`config.mk`:
```
export PLATFORM = sky130hd
export DESIGN_NAME = console_line_editor
export DESIGN_NICKNAME = d
export VERILOG_FILES = /design/src/design/cle_pkg.sv /design/src/design/cle_ram.sv /design/src/design/console_line_editor.sv
export SDC_FILE = /design/constraint.sdc
export NUM_CORES = 1
export LEC_CHECK = 0
export ABC_AREA = 0
export BUFFER_PORTS_ARGS = -buffer_cell sky130_fd_sc_hd__buf_4
export CORE_MARGIN = 5
export CORE_UTILIZATION = 62
export CTS_CLUSTER_DIAMETER = 40
export CTS_CLUSTER_SIZE = 24
export DETAILED_ROUTE_END_ITERATION = 8
export PLACE_DENSITY = 0.8
export RECOVER_POWER = 25
export SYNTH_ARGS = -nofsm -noshare
export SYNTH_HDL_FRONTEND = slang
export SYNTH_HIERARCHICAL = 1
export SYNTH_SLANG_ARGS = --single-unit
```
`constraint.sdc`:
```
create_clock -name clk -period 5.1 [get_ports clk]
set_input_delay 0.255 -clock clk [delete_from_list [all_inputs] [get_ports clk]]
set_output_delay 0.255 -clock clk [all_outputs]
set_load 0.01 [all_outputs]
```
`src/design/cle_pkg.sv`:
```
// ----------------------------------------------------------------------------
// cle_pkg
// shared constants and helpers for the console line editor
// ----------------------------------------------------------------------------
`default_nettype none

package cle_pkg;

  localparam int LINE_DEPTH_DEF = 32;

  localparam logic [7:0] CODE_BS  = 8'h08;
  localparam logic [7:0] CODE_DEL = 8'h7F;
  localparam logic [7:0] CODE_SP  = 8'h20;
  localparam logic [7:0] CODE_CR  = 8'h0D;
  localparam logic [7:0] CODE_LF  = 8'h0A;
  localparam logic [7:0] ENTER_KEY_RST = CODE_CR;

  localparam logic PORT_CONSOLE = 1'b0;
  localparam logic PORT_PEER    = 1'b1;

  // fixed result sequences
  localparam logic [1:0] KIND_ECHO = 2'd0;
  localparam logic [1:0] KIND_BS   = 2'd1;
  localparam logic [1:0] KIND_CRLF = 2'd2;

  typedef struct packed {
    logic [7:0] data;
    logic       port;
    logic       last;
  } res_t;

  // one result of a fixed sequence, chosen by kind and step
  function automatic res_t fix_result(input logic [1:0] kind, input logic [1:0] step,
                                      input logic [7:0] echo);
    res_t r;
    r = '{data: echo, port: PORT_CONSOLE, last: 1'b1};
    case (kind)
      KIND_BS: begin
        r.data = (step == 2'd1) ? CODE_SP : CODE_BS;
        r.last = (step == 2'd2);
      end
      KIND_CRLF: begin
        r.data = step[0] ? CODE_LF : CODE_CR;
        r.port = step[1] ? PORT_CONSOLE : PORT_PEER;
        r.last = (step == 2'd3);
      end
      default: begin
        r = '{data: echo, port: PORT_CONSOLE, last: 1'b1};
      end
    endcase
    return r;
  endfunction

endpackage

`default_nettype wire

```
`src/design/cle_ram.sv`:
```
// ----------------------------------------------------------------------------
// cle_ram
// generic single-write, single-read ram with registered read data
// ----------------------------------------------------------------------------
`default_nettype none

module cle_ram #(
  parameter int WIDTH = 8,
  parameter int DEPTH = 32
) (
  input  wire logic                     clk,
  input  wire logic                     wr_en,
  input  wire logic [$clog2(DEPTH)-1:0] wr_addr,
  input  wire logic [WIDTH-1:0]         wr_data,
  input  wire logic [$clog2(DEPTH)-1:0] rd_addr,
  output logic      [WIDTH-1:0]         rd_data
);

  logic [WIDTH-1:0] mem [DEPTH];

  always_ff @(posedge clk) begin
    if (wr_en) begin
      mem[wr_addr] <= wr_data;
    end
    rd_data <= mem[rd_addr];
  end

endmodule

`default_nettype wire

```
`src/design/console_line_editor.sv`:
```
// ----------------------------------------------------------------------------
// console_line_editor
// line editor between a console link and a peer link
// ----------------------------------------------------------------------------
// usage:
//   input channel (in_valid / in_stall) takes one received byte with its
//   source in in_req_type. peer bytes are forwarded to the console; console
//   bytes are edited into a line held in a LINE_DEPTH-entry ram.
//   result channel (out_valid / out_stall) gives each result byte with
//   its destination port; out_last marks the final byte of a request.
//   cfg_valid / cfg_ready writes the enter key (reset value CR); cfg_ready
//   is always high.
// timing:
//   a request is taken, then its results are produced one per cycle into
//   the output register while out_stall does not hold it. the enter drain
//   reads the ram one entry a cycle when not stalled, the read address
//   running one step ahead of the emitted byte. ignored bytes (full line,
//   backspace on empty line) produce no result and leave the editor idle.
//   a new request is taken as soon as the last result sits in the output
//   register, even while that result is stalled.
// reset: synchronous, active low; line count cleared, ram left as is.
// stall: out_stall, while out_valid is high, holds the output register and freezes the sequencer.
// ----------------------------------------------------------------------------
`default_nettype none

module console_line_editor #(
  parameter int LINE_DEPTH = cle_pkg::LINE_DEPTH_DEF
) (
  input  wire logic       clk,
  input  wire logic       rst_n,
  input  wire logic       in_valid,
  output logic            in_stall,
  input  wire logic       in_req_type,
  input  wire logic [7:0] in_rx_byte,
  output logic            out_valid,
  input  wire logic       out_stall,
  output logic      [7:0] out_byte,
  output logic            out_port,
  output logic            out_last,
  input  wire logic       cfg_valid,
  output logic            cfg_ready,
  input  wire logic [7:0] cfg_data
);

  import cle_pkg::*;

  localparam int AW = $clog2(LINE_DEPTH);

  localparam logic [1:0] S_IDLE = 2'd0;
  localparam logic [1:0] S_LINE = 2'd1;
  localparam logic [1:0] S_FIX  = 2'd2;

  logic [1:0]    state_r, state_nxt;
  logic [1:0]    kind_r, kind_nxt;
  logic [1:0]    step_r, step_nxt;
  logic [AW-1:0] idx_r, idx_nxt;
  logic [AW-1:0] cnt_r, cnt_nxt;
  logic [7:0]    byte_r, byte_nxt;
  logic [7:0]    enter_key_r;
  logic          out_valid_r, out_valid_nxt;
  res_t          res_r, res_nxt;

  logic          accept;
  logic          slot_free;
  logic          emit;
  logic          wr_en;
  logic [7:0]    rd_data;
  res_t          fix_res;

  assign in_stall  = (state_r != S_IDLE);
  assign cfg_ready = 1'b1;
  assign accept    = in_valid && !in_stall;
  assign slot_free = !out_valid_r || !out_stall;
  assign fix_res   = fix_result(kind_r, step_r, byte_r);

  assign wr_en = accept && !in_req_type && (in_rx_byte != enter_key_r)
              && (in_rx_byte != CODE_BS) && (in_rx_byte != CODE_DEL)
              && (cnt_r != AW'(LINE_DEPTH - 1));

  // read address runs one step ahead so rd_data always holds entry idx_r
  cle_ram #(
    .WIDTH (8),
    .DEPTH (LINE_DEPTH)
  ) u_line_ram (
    .clk     (clk),
    .wr_en   (wr_en),
    .wr_addr (cnt_r),
    .wr_data (in_rx_byte),
    .rd_addr (idx_nxt),
    .rd_data (rd_data)
  );

  always_comb begin
    state_nxt = state_r;
    kind_nxt  = kind_r;
    step_nxt  = step_r;
    idx_nxt   = idx_r;
    cnt_nxt   = cnt_r;
    byte_nxt  = byte_r;
    emit      = 1'b0;
    res_nxt   = res_r;
    unique case (state_r)
      S_IDLE: begin
        if (accept) begin
          byte_nxt = in_rx_byte;
          step_nxt = 2'd0;
          idx_nxt  = '0;
          if (in_req_type) begin
            kind_nxt  = KIND_ECHO;
            state_nxt = S_FIX;
          end else if (in_rx_byte == enter_key_r) begin
            kind_nxt = KIND_CRLF;
            if (cnt_r == '0) begin
              state_nxt = S_FIX;
            end else begin
              state_nxt = S_LINE;
            end
          end else if ((in_rx_byte == CODE_BS) || (in_rx_byte == CODE_DEL)) begin
            if (cnt_r != '0) begin
              kind_nxt  = KIND_BS;
              cnt_nxt   = cnt_r - 1'b1;
              state_nxt = S_FIX;
            end
          end else if (wr_en) begin
            kind_nxt  = KIND_ECHO;
            cnt_nxt   = cnt_r + 1'b1;
            state_nxt = S_FIX;
          end
        end
      end
      S_LINE: begin
        if (slot_free) begin
          emit    = 1'b1;
          res_nxt = '{data: rd_data, port: PORT_PEER, last: 1'b0};
          if (idx_r == cnt_r - 1'b1) begin
            cnt_nxt   = '0;
            state_nxt = S_FIX;
          end else begin
            idx_nxt = idx_r + 1'b1;
          end
        end
      end
      S_FIX: begin
        if (slot_free) begin
          emit     = 1'b1;
          res_nxt  = fix_res;
          step_nxt = step_r + 1'b1;
          if (fix_res.last) begin
            state_nxt = S_IDLE;
          end
        end
      end
      default: begin
        state_nxt = S_IDLE;
      end
    endcase
    if (emit) begin
      out_valid_nxt = 1'b1;
    end else begin
      out_valid_nxt = out_valid_r && out_stall;
    end
  end

  always_ff @(posedge clk) begin
    if (!rst_n) begin
      state_r     <= S_IDLE;
      cnt_r       <= '0;
      out_valid_r <= 1'b0;
      enter_key_r <= ENTER_KEY_RST;
    end else begin
      state_r     <= state_nxt;
      cnt_r       <= cnt_nxt;
      out_valid_r <= out_valid_nxt;
      if (cfg_valid && cfg_ready) begin
        enter_key_r <= cfg_data;
      end
    end
  end

  always_ff @(posedge clk) begin
    kind_r <= kind_nxt;
    step_r <= step_nxt;
    idx_r  <= idx_nxt;
    byte_r <= byte_nxt;
    res_r  <= res_nxt;
  end

  assign out_valid = out_valid_r;
  assign out_byte  = res_r.data;
  assign out_port  = res_r.port;
  assign out_last  = res_r.last;

endmodule

`default_nettype wire

```
==> results of run 1 <==
[cell families (layout without fill, tap and decap cells)]
family / after synthesis / in the layout / share of synthesized area (%)
AO/OA/AOI/OAI: 54 / 54 / 2.75
XOR/XNOR: 17 / 17 / 1.19
adder cells (fa/ha/maj): 12 / 12 / 1.21
buffers and inverters: 45 / 122 / 1.65
flip-flops: 307 / 307 / 71.7
multiplexers: 102 / 102 / 16.3
other: 1 / 1 / 0.0301
AND/OR/NAND/NOR: 127 / 127 / 5.18
[repair_timing]
action,CTS,global route
endpoints found under the hold margin,4,0
hold buffers,4,0
endpoints found under the setup margin,0,0
[stage by stage]
stage / utilization [%] / hold WS, ps
global route: 72.1 / 19.3
global placement: 66.2 / 470
detailed placement: 66.2 / 486
CTS: 72.3 / 7.35
floorplan: - / 354
finish: 72.1 / 29.0
[routing by layer]
metal / wire length [um] / share of wire (%)
met3: 2250 / 8.3
met4: 668 / 2.5
met2: 14000 / 52
met5: 0 / 0
met1: 10200 / 38
[state kept, by name (all words and copies together) (netlist names)]
signal,count
step_r,2
out_valid,1
u_line_ram/rd_data,8
idx_r,5
out_last,1
byte_r,8
cnt_r,5
enter_key_r,8
out_port,1
state_r,2
u_line_ram/mem,256
out_byte,8
kind_r,2
[final cells by class]
cell class / instances / area (um^2) / share of cell area [%]
inverter: 16 / 60.1 / 0.424
multi-input combinational: 313 / 3350 / 23.6
clock inverter: 24 / 225 / 1.59
clock buffer: 39 / 933 / 6.58
sequential: 307 / 8930 / 63.0
tap: 265 / 332 / 2.34
timing repair buffer: 43 / 344 / 2.43
[synthesized netlist by cell type (2+ instances only)]
master / count / area, um^2
buf_4: 7 / 52.6
nand3_1: 11 / 55.1
nor2_1: 46 / 173
or3b_2: 3 / 26.3
nor2b_1: 10 / 62.6
o32ai_1: 2 / 17.5
inv_1: 16 / 60.1
nor3_1: 4 / 20.0
o21a_1: 3 / 22.5
nor4_1: 2 / 12.5
xnor2_1: 16 / 140
nand4_1: 4 / 25.0
nand2_1: 24 / 90.1
ha_1: 12 / 150
edfxtp_1: 278 / 8350
and3_1: 3 / 18.8
mux2_2: 10 / 113
or3_1: 3 / 18.8
and2_1: 2 / 12.5
a21boi_1: 2 / 15.0
a211oi_1: 3 / 22.5
buf_2: 2 / 10.0
mux4_2: 80 / 1800
or4b_1: 2 / 20.0
o21ai_0: 12 / 60.1
mux2i_1: 12 / 120
nand3b_1: 6 / 45.0
dfxtp_1: 29 / 581
a21oi_1: 18 / 90.1
and4_1: 2 / 17.5
o21ai_1: 4 / 20.0
buf_1: 5 / 18.8
clkbuf_1: 14 / 52.6
[power by group]
part           internal [mW]  leakage [nW]  total, mW  switching (mW)
clock network           1.49         0.568       2.46           0.970
logic                  0.152          1.19      0.402           0.250
registers               2.85          2.75       2.88          0.0326
total                   4.48          4.51       5.74            1.25
[how the worst max path moves through the flow]
stage / to / slack (ps) / cells past startpoint
2_1_floorplan: u_line_ram/rd_data[0]$_DFF_P_ / 1440 / 13
3_3_place_gp: u_line_ram/rd_data[7]$_DFF_P_ / 1190 / 12
3_5_place_dp: u_line_ram/rd_data[4]$_DFF_P_ / 1070 / 12
4_1_cts: u_line_ram/rd_data[4]$_DFF_P_ / 940 / 12
5_1_grt: u_line_ram/rd_data[2]$_DFF_P_ / 720 / 12
6_report: u_line_ram/rd_data[2]$_DFF_P_ / 900 / 12
[worst reg2reg max path: stages, from the launching register on]
cell	delay, ps
dfxtp_1	390
inv_1	90
ha_1	230
nor3b_1	370
a21oi_1	210
nor4_4	440
a21oi_2	170
xnor2_1	200
o21ai_4	210
buf_12	300
mux4_2	640
mux4_2	550
mux2_2	290
==> impl_metrics.ini, run 1 <==
[sta]
max_freq_mhz = 238
finalSetupViolations = 0
rsz0062_at_grt = no
fin_skew_ps = 23.6
fin_crit_ps = 4200
finalCritPeriodShare_pct = 82.3
fin_setup_tns_ps = 0
worst-slew-pin-transition_ps = 1740
setup_ws_ps = 905
finalMaxSlewViolations = 223
hold_viol_final = 0
slew_headroom_pct = -16.1

[critical_path]
reg2reg_depth = 12
crit_required_ps = 5490
reg2reg_to = u_line_ram/rd_data[2]$_DFF_P_
r2r_start = cnt_r[0]$_SDFFE_PN0P_
r2r_setup_slack_ps = 900
path_cells = inv_1 -> ha_1 -> nor3b_1 -> a21oi_1 -> nor4_4 -> a21oi_2 -> xnor2_1 -> o21ai_4 -> buf_12 -> mux4_2 -> mux4_2 -> mux2_2
startpoint = cnt_r[0]$_SDFFE_PN0P_
startpoint_type = register
slowest_delay_ps = 610
critPathBufInv = 2
end_kind = register
worstPathArrival_ps = 4580
crit_path_frequent_cell = mux4_2
critPathKind = reg2reg
critPathTopFamily = multiplexers
crit_slowest_cell = mux4_2
critPathMaxFanout = 34

[flow_run]
max_cap_viol_count = 6

[detailed_routing]
drt-vias-per-instance = 6.46
ant_nets = 0
drt_iter0_markers = 590
vias = 6506
drc_errors = 0
routed_wl_mm = 27.1
firstDrtPassIters = 5
wire_per_inst_um = 26.9

[cts]
tritoncts = yes
cts_inserted_buffers = 35
htree_levels = 2
cts.sinks = 307
ctsResizeCount = 0
cts_buffer_depth = 3
cts-root-buf = clkbuf_16
clk_pin_slew_ps = 60
postCtsSetupBuffers = 0
clk_latency_ps = 510

[synth]
synth.yosys.seq_area_share_pct = 71.7
synth_edf_count = 278
synth_nets = 699
yosysUniqueCellTypes = 51
synth_warnings = 6
synth_area_per_cell_um2 = 18.7
synth_cells = 665
netlist_area_um2 = 12500
synthFlopType = edfxtp_1
ys_seq_elements = 307
postSynth.asyncResetShare_pct = 0

[placement]
dp_cells = 940
placed_area_um2 = 13000
post-place-ws_ps = 1070
portBuffers = 33
dp_hpwl_mm = 16.1
gp_congestion = 0.873

[outcome]
violations = max-capacitance violations, max-slew violations
outcome = complete, but fails checks

[finish]
final_nets = 750
design_area_um2 = 14200
final_cell_mix = edfxtp_1, mux4_2, nor2_1, clkbuf_16
fill_cells = 1153
num_antenna_cells = 0
fin_cells = 1007
layout_commonest_cell = edfxtp_1
area.growth.synth_to_final_pct = 13.8
drive_gt1_share_pct = 25.7

[worst_hold_path]
hold_path_class = in2reg
min_from = cfg_data[1]
holdPathEnd = enter_key_r[1]$_SDFFE_PN0P_
whs_path_depth = 3

[power]
power_density_nw_per_um2 = 405
ir_drop_v = 0.000349
power.leakage_nw = 4.51
fin_total_pwr_mw = 5.74

[global_routing]
grt.total_usage_pct = 24.8
grt_first_pass_wirelength_mm = 40.9
grtUsageMet1_pct = 33.1
use_met3_pct = 5.44
use_met2_pct = 41.8
busiest_layer = met2
grt.overflow.total = 0
antenna_found_initial = 1
grt_max_degree = 66
grt_pass1_vias = 6624

[floorplanning]
fp.dieW_um = 152
core_um2 = 19700
start_util_pct = 63.4
die_height_um = 152
rows = 51
dieArea_um2 = 23000
top_level_ports = 35
No activity file was read; power rests on OpenSTA's default activity.
==> run 2: changes to the inputs <==
Settings changed: CORE_UTILIZATION 62 to 56, PLACE_DENSITY 0.8 to 0.77.
Clock period 5.1 ns to 3.4 ns, I/O delays scaled along.
==> impl_metrics.ini, run 2 (synthesis results as in run 1) <==
[cts]
clk_latency_ps = 570
clk_pin_slew_ps = 70
cts_buffer_depth = 3
htree_levels = 1
tritoncts = yes
cts_inserted_buffers = 31
cts.sinks = 307
cts-root-buf = clkbuf_16

[critical_path]
cp-endpoint = u_line_ram/rd_data[1]$_DFF_P_
critPathBufInv = 4
crit_path_frequent_cell = mux4_2
critPathTopFamily = multiplexers
worstPathArrival_ps = 3970
r2r_setup_slack_ps = -120
crit_slowest_cell = mux4_2
critPathKind = reg2reg
slowest_delay_ps = 580
reg2reg_depth = 14
critPathMaxFanout = 7
end_kind = register
crit_required_ps = 3840
path_depth = 14
path_cells = inv_4 -> ha_4 -> nor3b_4 -> a21oi_2 -> nor4_4 -> buf_4 -> a21oi_4 -> xnor2_2 -> o21ai_4 -> buf_12 -> buf_8 -> mux4_2 -> mux4_2 -> mux2_4
startpoint = cnt_r[1]$_SDFFE_PN0P_
reg2reg_to = u_line_ram/rd_data[1]$_DFF_P_
startpoint_type = register
r2r_start = cnt_r[1]$_SDFFE_PN0P_

[placement]
gp_congestion = 0.918
dp_cells = 1021
portBuffers = 33
placed_area_um2 = 13600
dp_hpwl_mm = 17.7

[detailed_routing]
vias = 7018
wire_per_inst_um = 26.8
drt_iter0_markers = 678
firstDrtPassIters = 5
drc_errors = 0
ant_nets = 0
drt-vias-per-instance = 6.31
routed_wl_mm = 29.8

[finish]
fin_cells = 1112
layout_commonest_cell = edfxtp_1
largest_reg_flops = 256
area.growth.synth_to_final_pct = 21.7
design_area_um2 = 15200
multi_input_area_um2 = 3450
num_antenna_cells = 0
final_nets = 841
fill_cells = 1325
drive_gt1_share_pct = 33.5
final_cell_mix = edfxtp_1, buf_4, mux4_2, nor2_1, clkbuf_16
regMostFlops = u_line_ram/mem
regArea_um2 = 8930

[global_routing]
grt_max_degree = 38
antenna_found_initial = 0
grt.overflow.total = 0
use_met2_pct = 39.6
use_met3_pct = 3.78
grt.total_usage_pct = 23.2
grt_pass1_vias = 7034
grt_first_pass_wirelength_mm = 44.7
busiest_layer = met2
grtUsageMet1_pct = 31.1

[floorplanning]
start_util_pct = 56.9
dieArea_um2 = 25300
core_um2 = 21900
top_level_ports = 35
die_height_um = 159
rows = 54
fp.dieW_um = 159

[sta]
hold_viol_final = 0
worst-slew-pin-transition_ps = 1870
whs_ps = 123
max_freq_mhz = 284
rsz0062_at_grt = yes
finalSetupViolations = 8
slew_headroom_pct = -25.0
fin_crit_ps = 3520
finalMaxSlewViolations = 222
finalCritPeriodShare_pct = 104
fin_skew_ps = 26.2
setup_ws_ps = -124

[flow_run]
max_cap_viol_count = 6

[worst_hold_path]
hold_path_class = in2reg

[power]
power.leakage_nw = 5.04
power_density_nw_per_um2 = 557
ir_drop_v = 0.000526
fin_total_pwr_mw = 8.45

[outcome]
violations = max-capacitance violations, max-slew violations, negative setup slack
outcome = complete, but fails checks
run 2: cell count changes in the layout (fill, tap and decap cells not counted), sizes merged:
cell         change
clkbuf           -6
bufinv           -2
clkinv           +1
inv              +7
clkinvlp         -3
dlygate4sd3     +19
buf             +74
run 2: layout make-up:
cell class	instances	share of cell area, %
Timing Repair Buffer	138	8.53
Inverter	16	0.413
Tap cell	280	2.31
Sequential cell	307	58.9
Clock buffer	31	5.12
Clock inverter	27	1.97
Multi-Input combinational cell	313	22.7
run 2: power breakdown:
group / switching, mW / internal (mW)
logic: 0.397 / 0.273
registers: 0.0516 / 4.27
clock network: 1.61 / 1.85
run 2: worst min path at each step:
| stage | from | to | slack (ps) | cells after the start |
|---|---|---|---|---|
| 5_1_grt | in_valid | byte_r[3]$_DFFE_PP_ | 140 | 4 |
| 3_5_place_dp | cfg_data[0] | enter_key_r[0]$_SDFFE_PN1P_ | 390 | 3 |
| 6_report | in_valid | byte_r[3]$_DFFE_PP_ | 120 | 4 |
| 4_1_cts | in_rx_byte[4] | u_line_ram/mem[30][4]$_DFFE_PP_ | 10 | 1 |
| 2_1_floorplan | in_rx_byte[0] | byte_r[0]$_DFFE_PP_ | 270 | 0 |
| 3_3_place_gp | cfg_data[3] | enter_key_r[3]$_SDFFE_PN1P_ | 380 | 3 |
run 2: through the flow:
stage,setup TNS [ps],utilization [%],setup WS (ps)
after floorplan,0,-,3.12
after global placement,-887,62.1,-179
after detailed placement,-1340,62.1,-250
after CTS,-1040,68.7,-152
after global routing,-13940,69.3,-241
final,-685,69.3,-124
run 2: what timing repair did:
action	CTS	global route
gates resized for setup	10	27
pin swaps	3	7
hold buffers	23	0
cloned	3	1
endpoints found under the hold margin	16	0
setup endpoints to repair	8	8
buffers inserted	3	3
run 2: tightest hold or removal path: cells and delay by family:
family                 cells  cell delay, ps
AND/OR/NAND/NOR            1              60
buffers and inverters      3             330
run 2: routing by layer:
layer / up-vias / wire length (um) / part of all wire [%]
met5: - / 0 / 0
met4: 0 / 869 / 2.9
met3: 71 / 2030 / 6.8
met2: 334 / 15500 / 52
met1: 3649 / 11400 / 38
li1: 2964 / - / -
==> run 3: changes to the inputs <==
Settings changed: CORE_UTILIZATION 56 to 67, PLACE_DENSITY 0.77 to 0.86.
Clock period 3.4 ns to 4.1 ns, I/O delays scaled along.
==> impl_metrics.ini, run 3 (synthesis results as in run 1) <==
[sta]
max_freq_mhz = 257
finalSetupViolations = 0
finalCritPeriodShare_pct = 94.9
fin_skew_ps = 21.0
fin_crit_ps = 3890
slew_headroom_pct = 19.0
rsz0062_at_grt = no
finalMaxSlewViolations = 0
hold_viol_final = 0
fin_setup_tns_ps = 0
worst-slew-pin-transition_ps = 1210

[global_routing]
antenna_found_initial = 0
grt.total_usage_pct = 28.0
grt_pass1_vias = 7098
grt.overflow.total = 0
grt_first_pass_wirelength_mm = 44.4
grt_max_degree = 66

[floorplanning]
top_level_ports = 35
start_util_pct = 68.7
die_height_um = 146
fp.dieW_um = 146
rows = 49
dieArea_um2 = 21400
core_um2 = 18100

[cts]
cts.sinks = 307
cts_buffer_depth = 3
cts-root-buf = clkbuf_16
htree_levels = 2
clk_pin_slew_ps = 60
clk_latency_ps = 520
tritoncts = yes
cts_inserted_buffers = 35

[worst_hold_path]
hold_path_class = in2reg

[power]
power.leakage_nw = 4.66
power_density_nw_per_um2 = 502
power_switching_mw = 1.67
pwr-share-comb_pct = 7.4
ir_drop_v = 0.000451
seq_power_share_pct = 49.5
intPower_mw = 5.56
p_clk_share_pct = 43.1
switching_share_pct = 23.1

[critical_path]
end_kind = register
r2r_setup_slack_ps = 210
critPathKind = reg2reg
critPathMaxFanout = 21
path_cells = inv_1 -> ha_1 -> and2_1 -> o21a_1 -> o21ai_1 -> a21oi_2 -> xnor2_1 -> o21ai_4 -> bufbuf_16 -> mux4_2 -> mux4_2 -> mux2_2
startpoint_type = register
crit_slowest_cell = mux4_2
crit_path_frequent_cell = mux4_2
slowest_delay_ps = 560
worstPathArrival_ps = 4280
crit_required_ps = 4490

[flow_run]
max_cap_viol_count = 0

[detailed_routing]
ant_nets = 0
drc_errors = 0
drt_iter0_markers = 874
drt-vias-per-instance = 6.87
wire_per_inst_um = 29.6
vias = 6837
routed_wl_mm = 29.4
firstDrtPassIters = 5

[finish]
layout_commonest_cell = edfxtp_1
regMostFlops = u_line_ram/mem
area.growth.synth_to_final_pct = 15.6
fin_cells = 995
largest_reg_flops = 256
final_cell_mix = edfxtp_1, mux4_2, buf_4, nor2_1, clkbuf_16
num_antenna_cells = 0
drive_gt1_share_pct = 28.6
fill_cells = 850
final_nets = 774

[placement]
dp_hpwl_mm = 16.8
gp_congestion = 0.839
dp_cells = 919
portBuffers = 33

[outcome]
outcome = finished, final reports clean
==> run 3: through the flow <==
step / power (mW) / instance area (um^2) / util (%) / hold slack, ps / setup WS (ps)
2_1_floorplan: 3.93 / 12500 / - / 304 / 443
3_3_place_gp: 4.12 / 13100 / 72.0 / 426 / 237
3_5_place_dp: 4.16 / 13100 / 72.0 / 434 / 118
4_1_cts: 7.23 / 14400 / 79.3 / 0.655 / 107
5_1_grt: 7.46 / 14400 / 79.4 / 5.43 / 34.1
6_report: 7.23 / 14400 / 79.4 / 7.45 / 208
==> run 3: cell type report <==
class                           count  area [um^2]  area share [%]
Timing Repair Buffer               67          583            4.05
Clock inverter                     21          205            1.42
Inverter                           16         60.1           0.417
Sequential cell                   307         8930            62.0
Tap cell                          229          287            1.99
Multi-Input combinational cell    313         3360            23.3
Clock buffer                       42          985            6.84
==> run 3: worst paths after layout <==
check,startpoint,to,cells after the start
setup reg to reg,cnt_r[1]$_SDFFE_PN0P_,u_line_ram/rd_data[1]$_DFF_P_,12
setup / recovery,cnt_r[1]$_SDFFE_PN0P_,u_line_ram/rd_data[1]$_DFF_P_,12
hold reg to reg,state_r[1]$_SDFFE_PN0P_,state_r[1]$_SDFFE_PN0P_,1
hold / removal,cfg_data[4],enter_key_r[4]$_SDFFE_PN0P_,3
==> run 3: timing repair <==
item / 4_1_cts / 5_1_grt
buffers inserted: 0 / 2
endpoints found under the setup margin: 3 / 8
hold buffers: 10 / 0
gates cloned: 1 / 0
hold endpoints to repair: 10 / 0
pin swaps: 0 / 2
gates resized for setup: 1 / 0
==> run 3: per-layer routing <==
metal | vias up | global-route usage (%) | wire length, um
met3 | 82 | 5.83 | 2430
li1 | 2827 | - | -
met5 | - | 0 | 0
met4 | 0 | 8.47 | 919
met1 | 3506 | 36.2 | 10500
met2 | 422 | 48.5 | 15600
==> run 3: power groups by stage <==
| stage | combinational [mW] | sequential, mW | clock (mW) |
|---|---|---|---|
| after CTS | 0.530 | 3.58 | 3.13 |
| final | 0.535 | 3.58 | 3.11 |
| after global placement | 0.485 | 3.64 | 0 |
| after detailed placement | 0.511 | 3.64 | 0 |
| after floorplan | 0.275 | 3.65 | 0 |
| after global routing | 0.581 | 3.58 | 3.30 |
==> run 3: critical path, delay by kind of cell, from the launching register on <==
family	cells	cell delay [ps]
AO/OA/AOI/OAI	4	960
XOR/XNOR	1	190
adder cells (fa/ha/maj)	1	230
buffers and inverters	2	490
flip-flops	1	450
multiplexers	3	1300
AND/OR/NAND/NOR	1	170
